`src/segment_triangle_intersection_assert.svh`:
```
// Assertion macros shared by the segment / triangle classifier.
`ifndef SEGMENT_TRIANGLE_INTERSECTION_ASSERT_SVH
`define SEGMENT_TRIANGLE_INTERSECTION_ASSERT_SVH

// Implication checked at every rising edge outside reset.
`define STI_ASSERT_IMP(label, clk, rst_n, ante, cons, msg) \
  label: assert property (@(posedge clk) disable iff (!rst_n) (ante) |-> (cons)) \
    else $error(msg);

// Implication whose consequent is checked in the following cycle.
`define STI_ASSERT_NEXT(label, clk, rst_n, ante, cons, msg) \
  label: assert property (@(posedge clk) disable iff (!rst_n) (ante) |=> (cons)) \
    else $error(msg);

`endif

```
`src/sti_pkg.sv`:
```
package sti_pkg;

  localparam int unsigned CoordBits = 16;
  localparam int unsigned CfgIdxBits = 3;
  localparam int unsigned NumCfgRegs = 6;
  localparam int unsigned HitBits = 4;
  localparam int unsigned FifoDepth = 8;

  typedef enum logic [CfgIdxBits-1:0] {
    CfgStartX = 3'd0,
    CfgStartY = 3'd1,
    CfgStartZ = 3'd2,
    CfgEndX   = 3'd3,
    CfgEndY   = 3'd4,
    CfgEndZ   = 3'd5
  } cfg_idx_e;

  typedef enum logic [HitBits-1:0] {
    HcMiss        = 4'd0,
    HcCoplanar    = 4'd1,
    HcEndVertex   = 4'd2,
    HcEndEdge     = 4'd3,
    HcEndFace     = 4'd4,
    HcCrossFace   = 4'd5,
    HcCrossEdge   = 4'd6,
    HcCrossVertex = 4'd7,
    HcDegenerate  = 4'd8
  } hit_code_e;

  // Which classification the back part has to carry out.
  typedef enum logic [1:0] {
    KindFixed = 2'd0,
    KindCross = 2'd1,
    KindPoint = 2'd2
  } kind_e;

  // Signs as two bits: positive, negative.
  typedef struct packed {
    logic pos;
    logic neg;
  } sgn_t;

  function automatic hit_code_e classify_point(sgn_t s0, sgn_t s1, sgn_t s2);
    logic z0, z1, z2;
    logic [1:0] zeros;
    logic allp, alln, anyp, anyn;
    begin
      z0 = !s0.pos && !s0.neg;
      z1 = !s1.pos && !s1.neg;
      z2 = !s2.pos && !s2.neg;
      zeros = {1'b0, z0} + {1'b0, z1} + {1'b0, z2};
      allp = s0.pos && s1.pos && s2.pos;
      alln = s0.neg && s1.neg && s2.neg;
      anyp = s0.pos || s1.pos || s2.pos;
      anyn = s0.neg || s1.neg || s2.neg;
      if (zeros == 2'd1 && !(anyp && anyn)) begin
        classify_point = HcEndEdge;
      end else if (allp || alln) begin
        classify_point = HcEndFace;
      end else if (zeros == 2'd3) begin
        classify_point = HcDegenerate;
      end else if (zeros == 2'd2) begin
        classify_point = HcEndVertex;
      end else begin
        classify_point = HcMiss;
      end
    end
  endfunction

  function automatic hit_code_e classify_cross(sgn_t s0, sgn_t s1, sgn_t s2);
    logic z0, z1, z2;
    logic [1:0] zeros;
    logic anyp, anyn;
    begin
      z0 = !s0.pos && !s0.neg;
      z1 = !s1.pos && !s1.neg;
      z2 = !s2.pos && !s2.neg;
      zeros = {1'b0, z0} + {1'b0, z1} + {1'b0, z2};
      anyp = s0.pos || s1.pos || s2.pos;
      anyn = s0.neg || s1.neg || s2.neg;
      if ((s0.pos && s1.pos && s2.pos) || (s0.neg && s1.neg && s2.neg)) begin
        classify_cross = HcCrossFace;
      end else if (anyp && anyn) begin
        classify_cross = HcMiss;
      end else if (zeros == 2'd2) begin
        classify_cross = HcCrossVertex;
      end else if (zeros == 2'd1) begin
        classify_cross = HcCrossEdge;
      end else begin
        classify_cross = HcDegenerate;
      end
    end
  endfunction

endpackage

```
`src/sti_fifo.sv`:
```
// Small queue between the front and back parts.
module sti_fifo #(
  parameter int unsigned Width = 8,
  parameter int unsigned Depth = sti_pkg::FifoDepth
) (
  input  logic             clk_i,
  input  logic             rst_ni,
  input  logic             push_i,
  input  logic [Width-1:0] data_i,
  input  logic             pop_i,
  output logic [Width-1:0] data_o,
  output logic             empty_o,
  output logic [$clog2(Depth+1)-1:0] count_o
);
  localparam int unsigned AW = (Depth > 1) ? $clog2(Depth) : 1;
  localparam int unsigned CW = $clog2(Depth + 1);

  logic [Width-1:0] mem_q [Depth];
  logic [AW-1:0] wr_q, rd_q;
  logic [CW-1:0] cnt_q;

  always_ff @(posedge clk_i or negedge rst_ni) begin
    if (!rst_ni) begin
      wr_q <= '0;
      rd_q <= '0;
      cnt_q <= '0;
    end else begin
      if (push_i) wr_q <= (wr_q == AW'(Depth - 1)) ? '0 : wr_q + 1'b1;
      if (pop_i) rd_q <= (rd_q == AW'(Depth - 1)) ? '0 : rd_q + 1'b1;
      cnt_q <= cnt_q + CW'(push_i) - CW'(pop_i);
    end
  end

  always_ff @(posedge clk_i) begin
    if (push_i) mem_q[wr_q] <= data_i;
  end

  assign data_o = mem_q[rd_q];
  assign empty_o = (cnt_q == '0);
  assign count_o = cnt_q;

endmodule

```
`config.mk`:
```
export PLATFORM = sky130hd
export DESIGN_NAME = sti_fifo
export DESIGN_NICKNAME = d
export VERILOG_FILES = /design/src/segment_triangle_intersection_assert.svh /design/src/sti_pkg.sv /design/src/sti_fifo.sv
export SDC_FILE = /design/constraint.sdc
export NUM_CORES = 1
export LEC_CHECK = 0
export BUFFER_PORTS_ARGS = -buffer_cell sky130_fd_sc_hd__buf_2
export CAP_MARGIN = 40
export CORE_MARGIN = 4
export CORE_UTILIZATION = 45
export DETAILED_ROUTE_END_ITERATION = 6
export SETUP_SLACK_MARGIN = 0.15
export SYNTH_ARGS = -nofsm -noshare
export SYNTH_HDL_FRONTEND = slang
export SYNTH_SLANG_ARGS = --single-unit
```
`constraint.sdc`:
```
create_clock -name clk_i -period 2.1 [get_ports clk_i]
set_input_delay 0.105 -clock clk_i [delete_from_list [all_inputs] [get_ports clk_i]]
set_output_delay 0.105 -clock clk_i [all_outputs]
set_load 0.005 [all_outputs]
```
==> results.py, run 1 <==
metrics = {
    "status": {
        "status": "finished, final reports clean",
    },
    "logic_synthesis": {
        "postSynthAreaPerCell_um2": 18.37,
        "synthTopCellsByArea": "edfxtp_1 63%, dfrtp_1 8.3%, mux4_1 6.9%",
        "syn_inst": 165,
        "muxShareOfSynthArea_pct": 14.36,
        "syn_nets": 187,
        "synthSimpleGateAreaFrac_pct": 5.778,
        "synth_edf_count": 64,
        "synth_ff_type": "edfxtp_1",
        "ys_seq_area_share_pct": 71.65,
        "synth_top_family_by_area": "multiplexers",
        "synth-xor-area-share_pct": 0.5778,
        "synth.most_common_cell": "edfxtp_1",
        "synth_compound_area_share_pct": 0.7429,
        "async_flop_share_pct": 13.51,
        "ys_types": 22,
        "synth_area_um2": 3032,
        "synth_top_area_share_pct": 63.39,
        "yosys-top-cells-count": "64 x edfxtp_1, 27 x nand2_1, 10 x dfrtp_1, 9 x ha_1",
        "synthAdderAreaFrac_pct": 4.375,
        "synth_top_cell_by_area": "edfxtp_1",
        "ys_ff_latch": 74,
        "yosys_warnings": 0,
    },
    "run": {
        "maxCapViolations": 0,
    },
    "power": {
        "internal-power_mw": 3.290,
        "power_density_nw_per_um2": 1330,
        "p_clk_share_pct": 21.9,
        "fin_total_pwr_mw": 4.727,
        "vdd_drop_max_uv": 742.7,
        "combPwrFrac_pct": 33.7,
        "p_sw_mw": 1.437,
        "p_sw_share_pct": 30.40,
        "seq_power_share_pct": 44.4,
        "p_leak_nw": 1.371,
    },
    "sta": {
        "final-setup-viol-count": 0,
        "slew_viol_final": 0,
        "hold_viol_final": 0,
        "finalCritPeriodShare_pct": 89.66,
        "rsz0062_at_grt": "yes",
        "fin_skew_ns": 0.004219,
        "tightest_slew_ns": 0.4245,
        "setup-tns-final_ns": 0,
        "fmax_mhz": 531.1,
        "slew_headroom_pct": 71.70,
        "fin_crit_ns": 1.883,
    },
    "place": {
        "place.gp.congestion": 0.7480,
        "dpl.hpwl_mm": 3.614,
        "io_buffer_count": 24,
        "dpl-instance-area_um2": 3292,
    },
    "cts": {
        "cts_tree": "yes",
        "clk_latency_ns": 0.34,
        "cts_buffers": 9,
        "cts.path.max_buffers": 2,
        "clock_sinks": 74,
        "ctsHtreeMaxLevel": 3,
        "clk_pin_slew_worst_paths_ns": 0.07,
        "clockRootBuffer": "clkbuf_8",
    },
    "critical_path": {
        "reg2reg_slack_ns": 0.56,
        "path_cells": "buf_12 -> buf_4 -> mux4_2 -> nand2_1 -> nand2_1 -> buf_2",
        "cp.required_ns": 2.00,
        "cpMostUsedCell": "nand2_1",
        "critPathLaunchType": "flip-flop",
        "cp_max_fo": 10,
        "critPathSlowestCell": "mux4_2",
        "cp_slowest_stage_delay_ns": 0.49,
        "crit_start": "rd_q[0]",
        "path_class": "flip-flop to output port",
        "end_kind": "output port",
        "worstReg2RegStart": "count_o[0]",
        "crit_arrival_ns": 1.78,
    },
    "finish": {
        "syn_to_final_growth_pct": 17.21,
        "multi_input_area_um2": 779.5,
        "nets": 235,
        "final-seq-area_um2": 2175,
        "drive_above_1_share_pct": 31.65,
        "nFillCells": 504,
        "antenna_cells": 0,
        "stdcell_area_um2": 3553,
    },
    "die": {
        "io_pins": 25,
        "die_h_um": 90.08,
        "dieArea_um2": 8114,
        "dieWidth_um": 90.08,
        "initial_core_util_pct": 46.94,
        "num_rows": 29,
        "fp.coreArea_um2": 6459,
    },
    "routing": {
        "via_per_inst": 5.237,
        "ant_nets": 0,
        "vias": 1545,
        "wire_per_inst_um": 19.00,
        "wirelength_mm": 5.604,
        "drtIter0Drc": 95,
        "drtPass1Iterations": 4,
        "drc": 0,
    },
    "worst_hold_path": {
        "min_from": "data_i[1]",
        "hp-class": "primary input to flip-flop",
    },
    "global_route": {
        "grt.overflow.total": 0,
        "antenna_found_initial": 0,
        "grt_usage_pct": 14.63,
        "grt_pass1_vias": 1630,
        "grt_pass1_wl_mm": 8.763,
        "grt_max_degree": 20,
    },
}
-- registers in the layout (all words and copies together) (netlist names) --
name	cells
rd_q	3
mem_q	64
wr_q	3
count_o	4
-- cell type report --
cell class / instances / area share [%]
clock inverter: 6 / 1.620
clock buffer: 10 / 3.592
tap: 77 / 2.711
sequential: 74 / 61.20
timing repair buffer: 42 / 8.099
inverter: 8 / 0.8451
multi-input combinational: 78 / 21.94
-- cells by family (layout without fill, tap and decap cells) --
family | count (synthesis) | after routing
DFF | 74 | 74
and+or+nand+nor | 42 | 42
muxes | 20 | 20
buffers and inverters | 13 | 66
adders and majority gates | 10 | 10
AOI/OAI and AO/OA | 4 | 4
xor gates and xnor gates | 2 | 2
-- critical path, delay by kind of cell, from the launching register on --
| family | cells | cell delay [ns] |
|---|---|---|
| buf+inv | 3 | 0.39 |
| flops | 1 | 0.42 |
| mux | 1 | 0.49 |
| simple gates | 2 | 0.14 |
-- through the flow --
stage               worst slack (ns)  utilization, %  std cells  hold slack [ns]
detailed placement            0.4502           50.97        273         -0.01783
global placement              0.4925           50.97        273         -0.02936
CTS                           0.1593           54.07        290          0.01909
finish                        0.2172           55.02        295          0.02691
floorplan                     0.5445               -        165          -0.1906
global route                  0.1452           55.02        295          0.03003
-- power groups by stage --
stage	Clock (mW)	Combinational (mW)	Sequential (mW)
after detailed placement	0	1.49	2.12
final	1.03	1.59	2.10
after CTS	1.06	1.50	2.09
after global placement	0	1.42	2.09
after global routing	1.14	1.77	2.13
after floorplan	0	1.08	2.01
-- path summary, 6_finish.rpt --
kind | to | cells past startpoint
min | mem_q[5][1] | 1
min reg2reg | wr_q[2] | 1
max reg2reg | count_o[2] | 6
max in group asynchronous | rd_q[0] | 2
max | data_o[2] | 6
min in group asynchronous | wr_q[2] | 2
-- cell usage in the layout (no fill, tap or decap), drive strengths merged, types with 4 or more instances in the layout --
cell    netlist  layout
buf           5      40
clkbuf        0      11
clkinv        1       4
dfrtp        10      10
edfxtp       64      64
ha            9       9
inv           7       7
mux2          4       4
mux4         16      16
nand2        27      27
nor2          8       8
-- per-layer routing --
layer  global-route usage, %  wire (um)
met2                   23.40       2785
met3                   3.589        220
met5                       0          0
met4                   7.653        144
met1                   18.53       2454
-- repair_timing --
action | CTS | global route
endpoints found under the hold margin | 10 | 0
gates cloned | 0 | 1
gates resized for setup | 2 | 4
setup buffers | 0 | 4
hold buffers | 1 | 0
setup endpoints to repair | 8 | 8
(Power assumes the default switching activity.)
==> run 2: changes to the inputs <==
clock period = 1.8 ns   (was 2.1 ns; I/O delays follow)
==> results.py, run 2 (same netlist as run 1, synthesis figures left out) <==
metrics = {
    "finish": {
        "post-route-util_pct": 56.32,
        "nets": 234,
        "antenna_cells": 0,
        "largest_register": "mem_q",
        "drive_above_1_share_pct": 35.48,
        "layout_common_cells": "64 x edfxtp_1, 26 x nand2_1, 24 x buf_2",
        "instances_no_fill": 294,
        "mostFrequentLayoutCell": "edfxtp_1",
        "largest_reg_flops": 64,
        "syn_to_final_growth_pct": 19.98,
    },
    "power": {
        "seq_power_share_pct": 38.8,
        "p_leak_nw": 1.393,
        "internal-power_mw": 4.351,
        "p_clk_share_pct": 26.9,
        "power_density_nw_per_um2": 1689,
        "vdd_drop_max_uv": 749.0,
        "fin_total_pwr_mw": 6.144,
        "combPwrFrac_pct": 34.2,
        "p_sw_mw": 1.794,
        "p_sw_share_pct": 29.19,
    },
    "die": {
        "fp.coreArea_um2": 6459,
        "die_h_um": 90.08,
        "dieArea_um2": 8114,
        "initial_core_util_pct": 46.94,
        "num_rows": 29,
        "io_pins": 25,
        "dieWidth_um": 90.08,
    },
    "place": {
        "dp.cells": 273,
        "io_buffer_count": 24,
        "dpl.hpwl_mm": 3.606,
        "place.gp.congestion": 0.7702,
    },
    "run": {
        "maxCapViolations": 0,
    },
    "sta": {
        "fin_skew_ns": 0.009468,
        "slew_headroom_pct": 83.36,
        "rsz0062_at_grt": "yes",
        "setup-tns-final_ns": -0.1461,
        "timing.final.ws_setup_ns": -0.03304,
        "fmax_mhz": 545.5,
        "fin_crit_ns": 1.833,
        "hold_viol_final": 0,
        "final-setup-viol-count": 8,
        "slew_viol_final": 0,
        "finalCritPeriodShare_pct": 101.8,
        "tightest_slew_ns": 0.2497,
    },
    "routing": {
        "drtIter0Drc": 54,
        "vias": 1543,
        "ant_nets": 0,
        "drtPass1Iterations": 4,
        "drc": 0,
        "wire_per_inst_um": 19.82,
        "via_per_inst": 5.248,
        "wirelength_mm": 5.827,
    },
    "critical_path": {
        "cp_max_fo": 7,
        "end_kind": "output port",
        "crit_arrival_ns": 1.74,
        "path_class": "flip-flop to output port",
        "critPathLaunchType": "flip-flop",
        "cp.required_ns": 1.71,
    },
    "status": {
        "failed_checks": "setup timing",
        "status": "complete, but fails checks",
    },
    "global_route": {
        "grt_max_degree": 20,
        "antenna_found_initial": 0,
        "grt_usage_pct": 14.74,
        "grt_pass1_wl_mm": 8.776,
        "grt.overflow.total": 0,
        "grt_pass1_vias": 1671,
    },
    "cts": {
        "cts_buffers": 9,
        "cts_tree": "yes",
        "clock_sinks": 74,
        "clk_pin_slew_worst_paths_ns": 0.08,
        "clockRootBuffer": "clkbuf_8",
        "clk_latency_ns": 0.34,
        "ctsHtreeMaxLevel": 3,
        "cts.path.max_buffers": 2,
    },
    "worst_hold_path": {
        "hp-class": "primary input to flip-flop",
    },
}
[run 2: cell types whose count changed in the layout (fill, tap and decap cells not counted), sizes merged]
cell | before | now
bufinv | 1 | 4
clkinvlp | 2 | 0
buf | 40 | 37
dlygate4sd3 | 1 | 2
[run 2: power groups by stage]
stage | Combinational, mW | Sequential, mW | Clock (mW)
after global routing | 2.33 | 2.41 | 1.77
after CTS | 1.94 | 2.36 | 1.68
after detailed placement | 1.93 | 2.40 | 0
after global placement | 1.82 | 2.37 | 0
after floorplan | 1.26 | 2.34 | 0
final | 2.10 | 2.39 | 1.65
[run 2: repair_timing]
action	CTS	global route
hold buffers	2	0
pin swaps	0	8
gates cloned	0	2
endpoints found under the hold margin	18	0
buffers inserted	0	1
endpoints found under the setup margin	8	9
resized for setup	0	11
[run 2: through the flow]
| stage | cell area [um^2] | hold slack (ns) | worst slack (ns) |
|---|---|---|---|
| 2_1_floorplan | 3032 | -0.2056 | 0.2445 |
| 3_3_place_gp | 3317 | -0.04549 | 0.3198 |
| 3_5_place_dp | 3317 | -0.02931 | 0.1799 |
| 4_1_cts | 3602 | 0.002541 | -0.07861 |
| 5_1_grt | 3637 | 0.005783 | -0.1169 |
| 6_report | 3637 | 0.02084 | -0.03304 |
[run 2: path summary, 6_finish.rpt]
| check | endpoint | from | slack (ns) | cells after the start |
|---|---|---|---|---|
| worst max-delay path | data_o[0] | rd_q[0] | -0.03 | 5 |
| worst min register to register | wr_q[2] | wr_q[2] | 0.56 | 1 |
| worst min-delay path | mem_q[6][3] | data_i[3] | 0.02 | 1 |
| worst max register to register | rd_q[2] | rd_q[0] | 0.14 | 5 |
| min in group asynchronous | count_o[0] | rst_ni | 0.15 | 2 |
| max in group asynchronous | rd_q[0] | rst_ni | 1.44 | 2 |
[run 2: per-layer routing]
metal	global-route usage [%]	up-vias	share of wire [%]
met5	0	-	0
met4	7.653	0	1.3
met3	3.422	8	3.0
met2	24.64	26	53
met1	17.86	791	43
li1	-	718	-
[run 2: area by class of cell]
type                            count  area [um^2]
Fill cell                         522         2821
Sequential cell                    74         2173
Multi-Input combinational cell     78        759.5
Timing Repair Buffer               41        312.8
Clock inverter                      7        141.4
Clock buffer                        9        123.9
Tap cell                           77        96.34
Inverter                            8        30.03
[run 2: worst max-delay path, stage by stage (launching register included)]
cell       delay (ns)
dfrtp_2          0.46
clkbuf_16        0.20
mux4_2           0.49
nand2_1          0.09
nand2_1          0.05
buf_2            0.12
==> run 3: changes to the inputs <==
clock period = 2 ns   (was 1.8 ns; I/O delays follow)
==> results.py, run 3 (same netlist as run 1, synthesis figures left out) <==
metrics = {
    "power": {
        "p_sw_share_pct": 29.61,
        "p_leak_nw": 1.361,
        "seq_power_share_pct": 42.2,
        "internal-power_mw": 3.718,
        "combPwrFrac_pct": 32.2,
        "power_density_nw_per_um2": 1480,
        "p_clk_share_pct": 25.6,
        "p_sw_mw": 1.564,
        "vdd_drop_max_uv": 632.6,
        "fin_total_pwr_mw": 5.283,
    },
    "global_route": {
        "antenna_found_initial": 0,
        "grt_pass1_vias": 1664,
        "grt.overflow.total": 0,
        "grt_pass1_wl_mm": 9.039,
        "grt_usage_pct": 15.25,
        "grt_max_degree": 19,
    },
    "critical_path": {
        "worstReg2RegStart": "count_o[0]",
        "critPathSlowestCell": "mux4_2",
        "crit_arrival_ns": 1.74,
        "end_kind": "output port",
        "path_cells": "clkbuf_16 -> mux4_2 -> nand2_2 -> nand2_2 -> buf_2",
        "path_buf_inv": 2,
        "cp_slowest_stage_delay_ns": 0.51,
        "r2r_end": "count_o[2]",
        "cp_top_family": "multiplexers",
        "cpMostUsedCell": "nand2_2",
        "cp.required_ns": 1.90,
        "critPathLaunchType": "flip-flop",
        "r2r_cells": 6,
        "reg2reg_slack_ns": 0.45,
        "cp_max_fo": 8,
        "path_class": "flip-flop to output port",
    },
    "routing": {
        "ant_nets": 0,
        "drtIter0Drc": 67,
        "via_per_inst": 5.345,
        "vias": 1566,
        "drc": 0,
        "wire_per_inst_um": 20.03,
        "wirelength_mm": 5.870,
        "drtPass1Iterations": 4,
    },
    "cts": {
        "clk_latency_ns": 0.33,
        "cts_tree": "yes",
        "clock_sinks": 74,
        "clk_pin_slew_worst_paths_ns": 0.07,
        "clockRootBuffer": "clkbuf_8",
        "cts_buffers": 9,
        "ctsHtreeMaxLevel": 3,
        "cts.path.max_buffers": 2,
    },
    "place": {
        "dpl.hpwl_mm": 3.646,
        "io_buffer_count": 24,
        "dpl-instance-area_um2": 3312,
        "place.gp.congestion": 0.7237,
    },
    "sta": {
        "hold_viol_final": 0,
        "fmax_mhz": 542.7,
        "setup-tns-final_ns": 0,
        "slew_viol_final": 0,
        "finalCritPeriodShare_pct": 92.14,
        "fin_skew_ns": 0.006469,
        "tightest_slew_ns": 0.4781,
        "slew_headroom_pct": 68.13,
        "final-setup-viol-count": 0,
        "fin_crit_ns": 1.843,
        "rsz0062_at_grt": "yes",
    },
    "finish": {
        "mostFrequentLayoutCell": "edfxtp_1",
        "antenna_cells": 0,
        "drive_above_1_share_pct": 35.65,
        "stdcell_area_um2": 3568,
        "largest_register": "mem_q",
        "largest_reg_flops": 64,
        "layout_common_cells": "64 x edfxtp_1, 24 x nand2_1, 24 x buf_2",
        "nets": 233,
        "syn_to_final_growth_pct": 17.71,
        "nFillCells": 522,
        "post-route-util_pct": 55.25,
    },
    "die": {
        "fp.coreArea_um2": 6459,
        "initial_core_util_pct": 46.94,
        "num_rows": 29,
        "io_pins": 25,
        "dieArea_um2": 8114,
        "die_h_um": 90.08,
        "dieWidth_um": 90.08,
    },
    "worst_hold_path": {
        "whs_endpoint": "mem_q[3][1]",
        "min_from": "data_i[1]",
        "hp-class": "primary input to flip-flop",
        "whs_path_depth": 1,
    },
    "status": {
        "status": "finished, final reports clean",
    },
    "run": {
        "maxCapViolations": 0,
    },
}
run 3: final cells by class:
class                           instances  area (um^2)  area share, %
Clock buffer                           11        131.4          3.682
Clock inverter                          5        102.6          2.875
Inverter                                8        30.03         0.8415
Multi-Input combinational cell         78        760.7          21.32
Sequential cell                        74         2175          60.94
Tap cell                               77        96.34          2.700
Timing Repair Buffer                   40        272.8          7.644
run 3: how the worst max path moves through the flow:
| stage | start | end | slack (ns) | depth (start not counted) |
|---|---|---|---|---|
| after floorplan | wr_q[2] | mem_q[0][0] | 0.44 | 2 |
| after global placement | rd_q[2] | data_o[1] | 0.40 | 4 |
| after detailed placement | rd_q[2] | data_o[1] | 0.37 | 4 |
| after CTS | rd_q[0] | data_o[1] | 0.11 | 5 |
| after global routing | rd_q[0] | data_o[3] | 0.08 | 5 |
| final | rd_q[0] | data_o[3] | 0.16 | 5 |
run 3: layer usage:
layer | up-vias | share of wire (%) | global-route usage [%]
li1 | 717 | - | -
met1 | 821 | 45 | 19.14
met2 | 23 | 51 | 25.20
met3 | 5 | 3.3 | 4.591
met4 | 0 | 0.94 | 5.357
met5 | - | 0 | 0
run 3: power groups by stage:
| stage | logic [mW] | clock network [mW] | registers, mW |
|---|---|---|---|
| 2_1_floorplan | 1.13 | 0 | 2.11 |
| 6_report | 1.70 | 1.35 | 2.23 |
| 3_5_place_dp | 1.61 | 0 | 2.24 |
| 5_1_grt | 1.90 | 1.46 | 2.26 |
| 3_3_place_gp | 1.53 | 0 | 2.21 |
| 4_1_cts | 1.64 | 1.38 | 2.20 |
run 3: stage by stage:
stage	setup WS, ns	cells	hold slack [ns]
2_1_floorplan	0.4445	165	-0.1956
3_3_place_gp	0.4043	274	-0.03413
3_5_place_dp	0.3652	274	-0.02674
4_1_cts	0.1053	292	0.003673
5_1_grt	0.08081	293	0.007072
6_report	0.1572	293	0.02175
run 3: timing repair:
action,CTS,global route
pin swaps,0,10
setup endpoints to repair,8,8
hold endpoints to repair,10,0
gates cloned,0,1
setup buffers,1,0
hold buffers,1,0
gates resized for setup,1,12
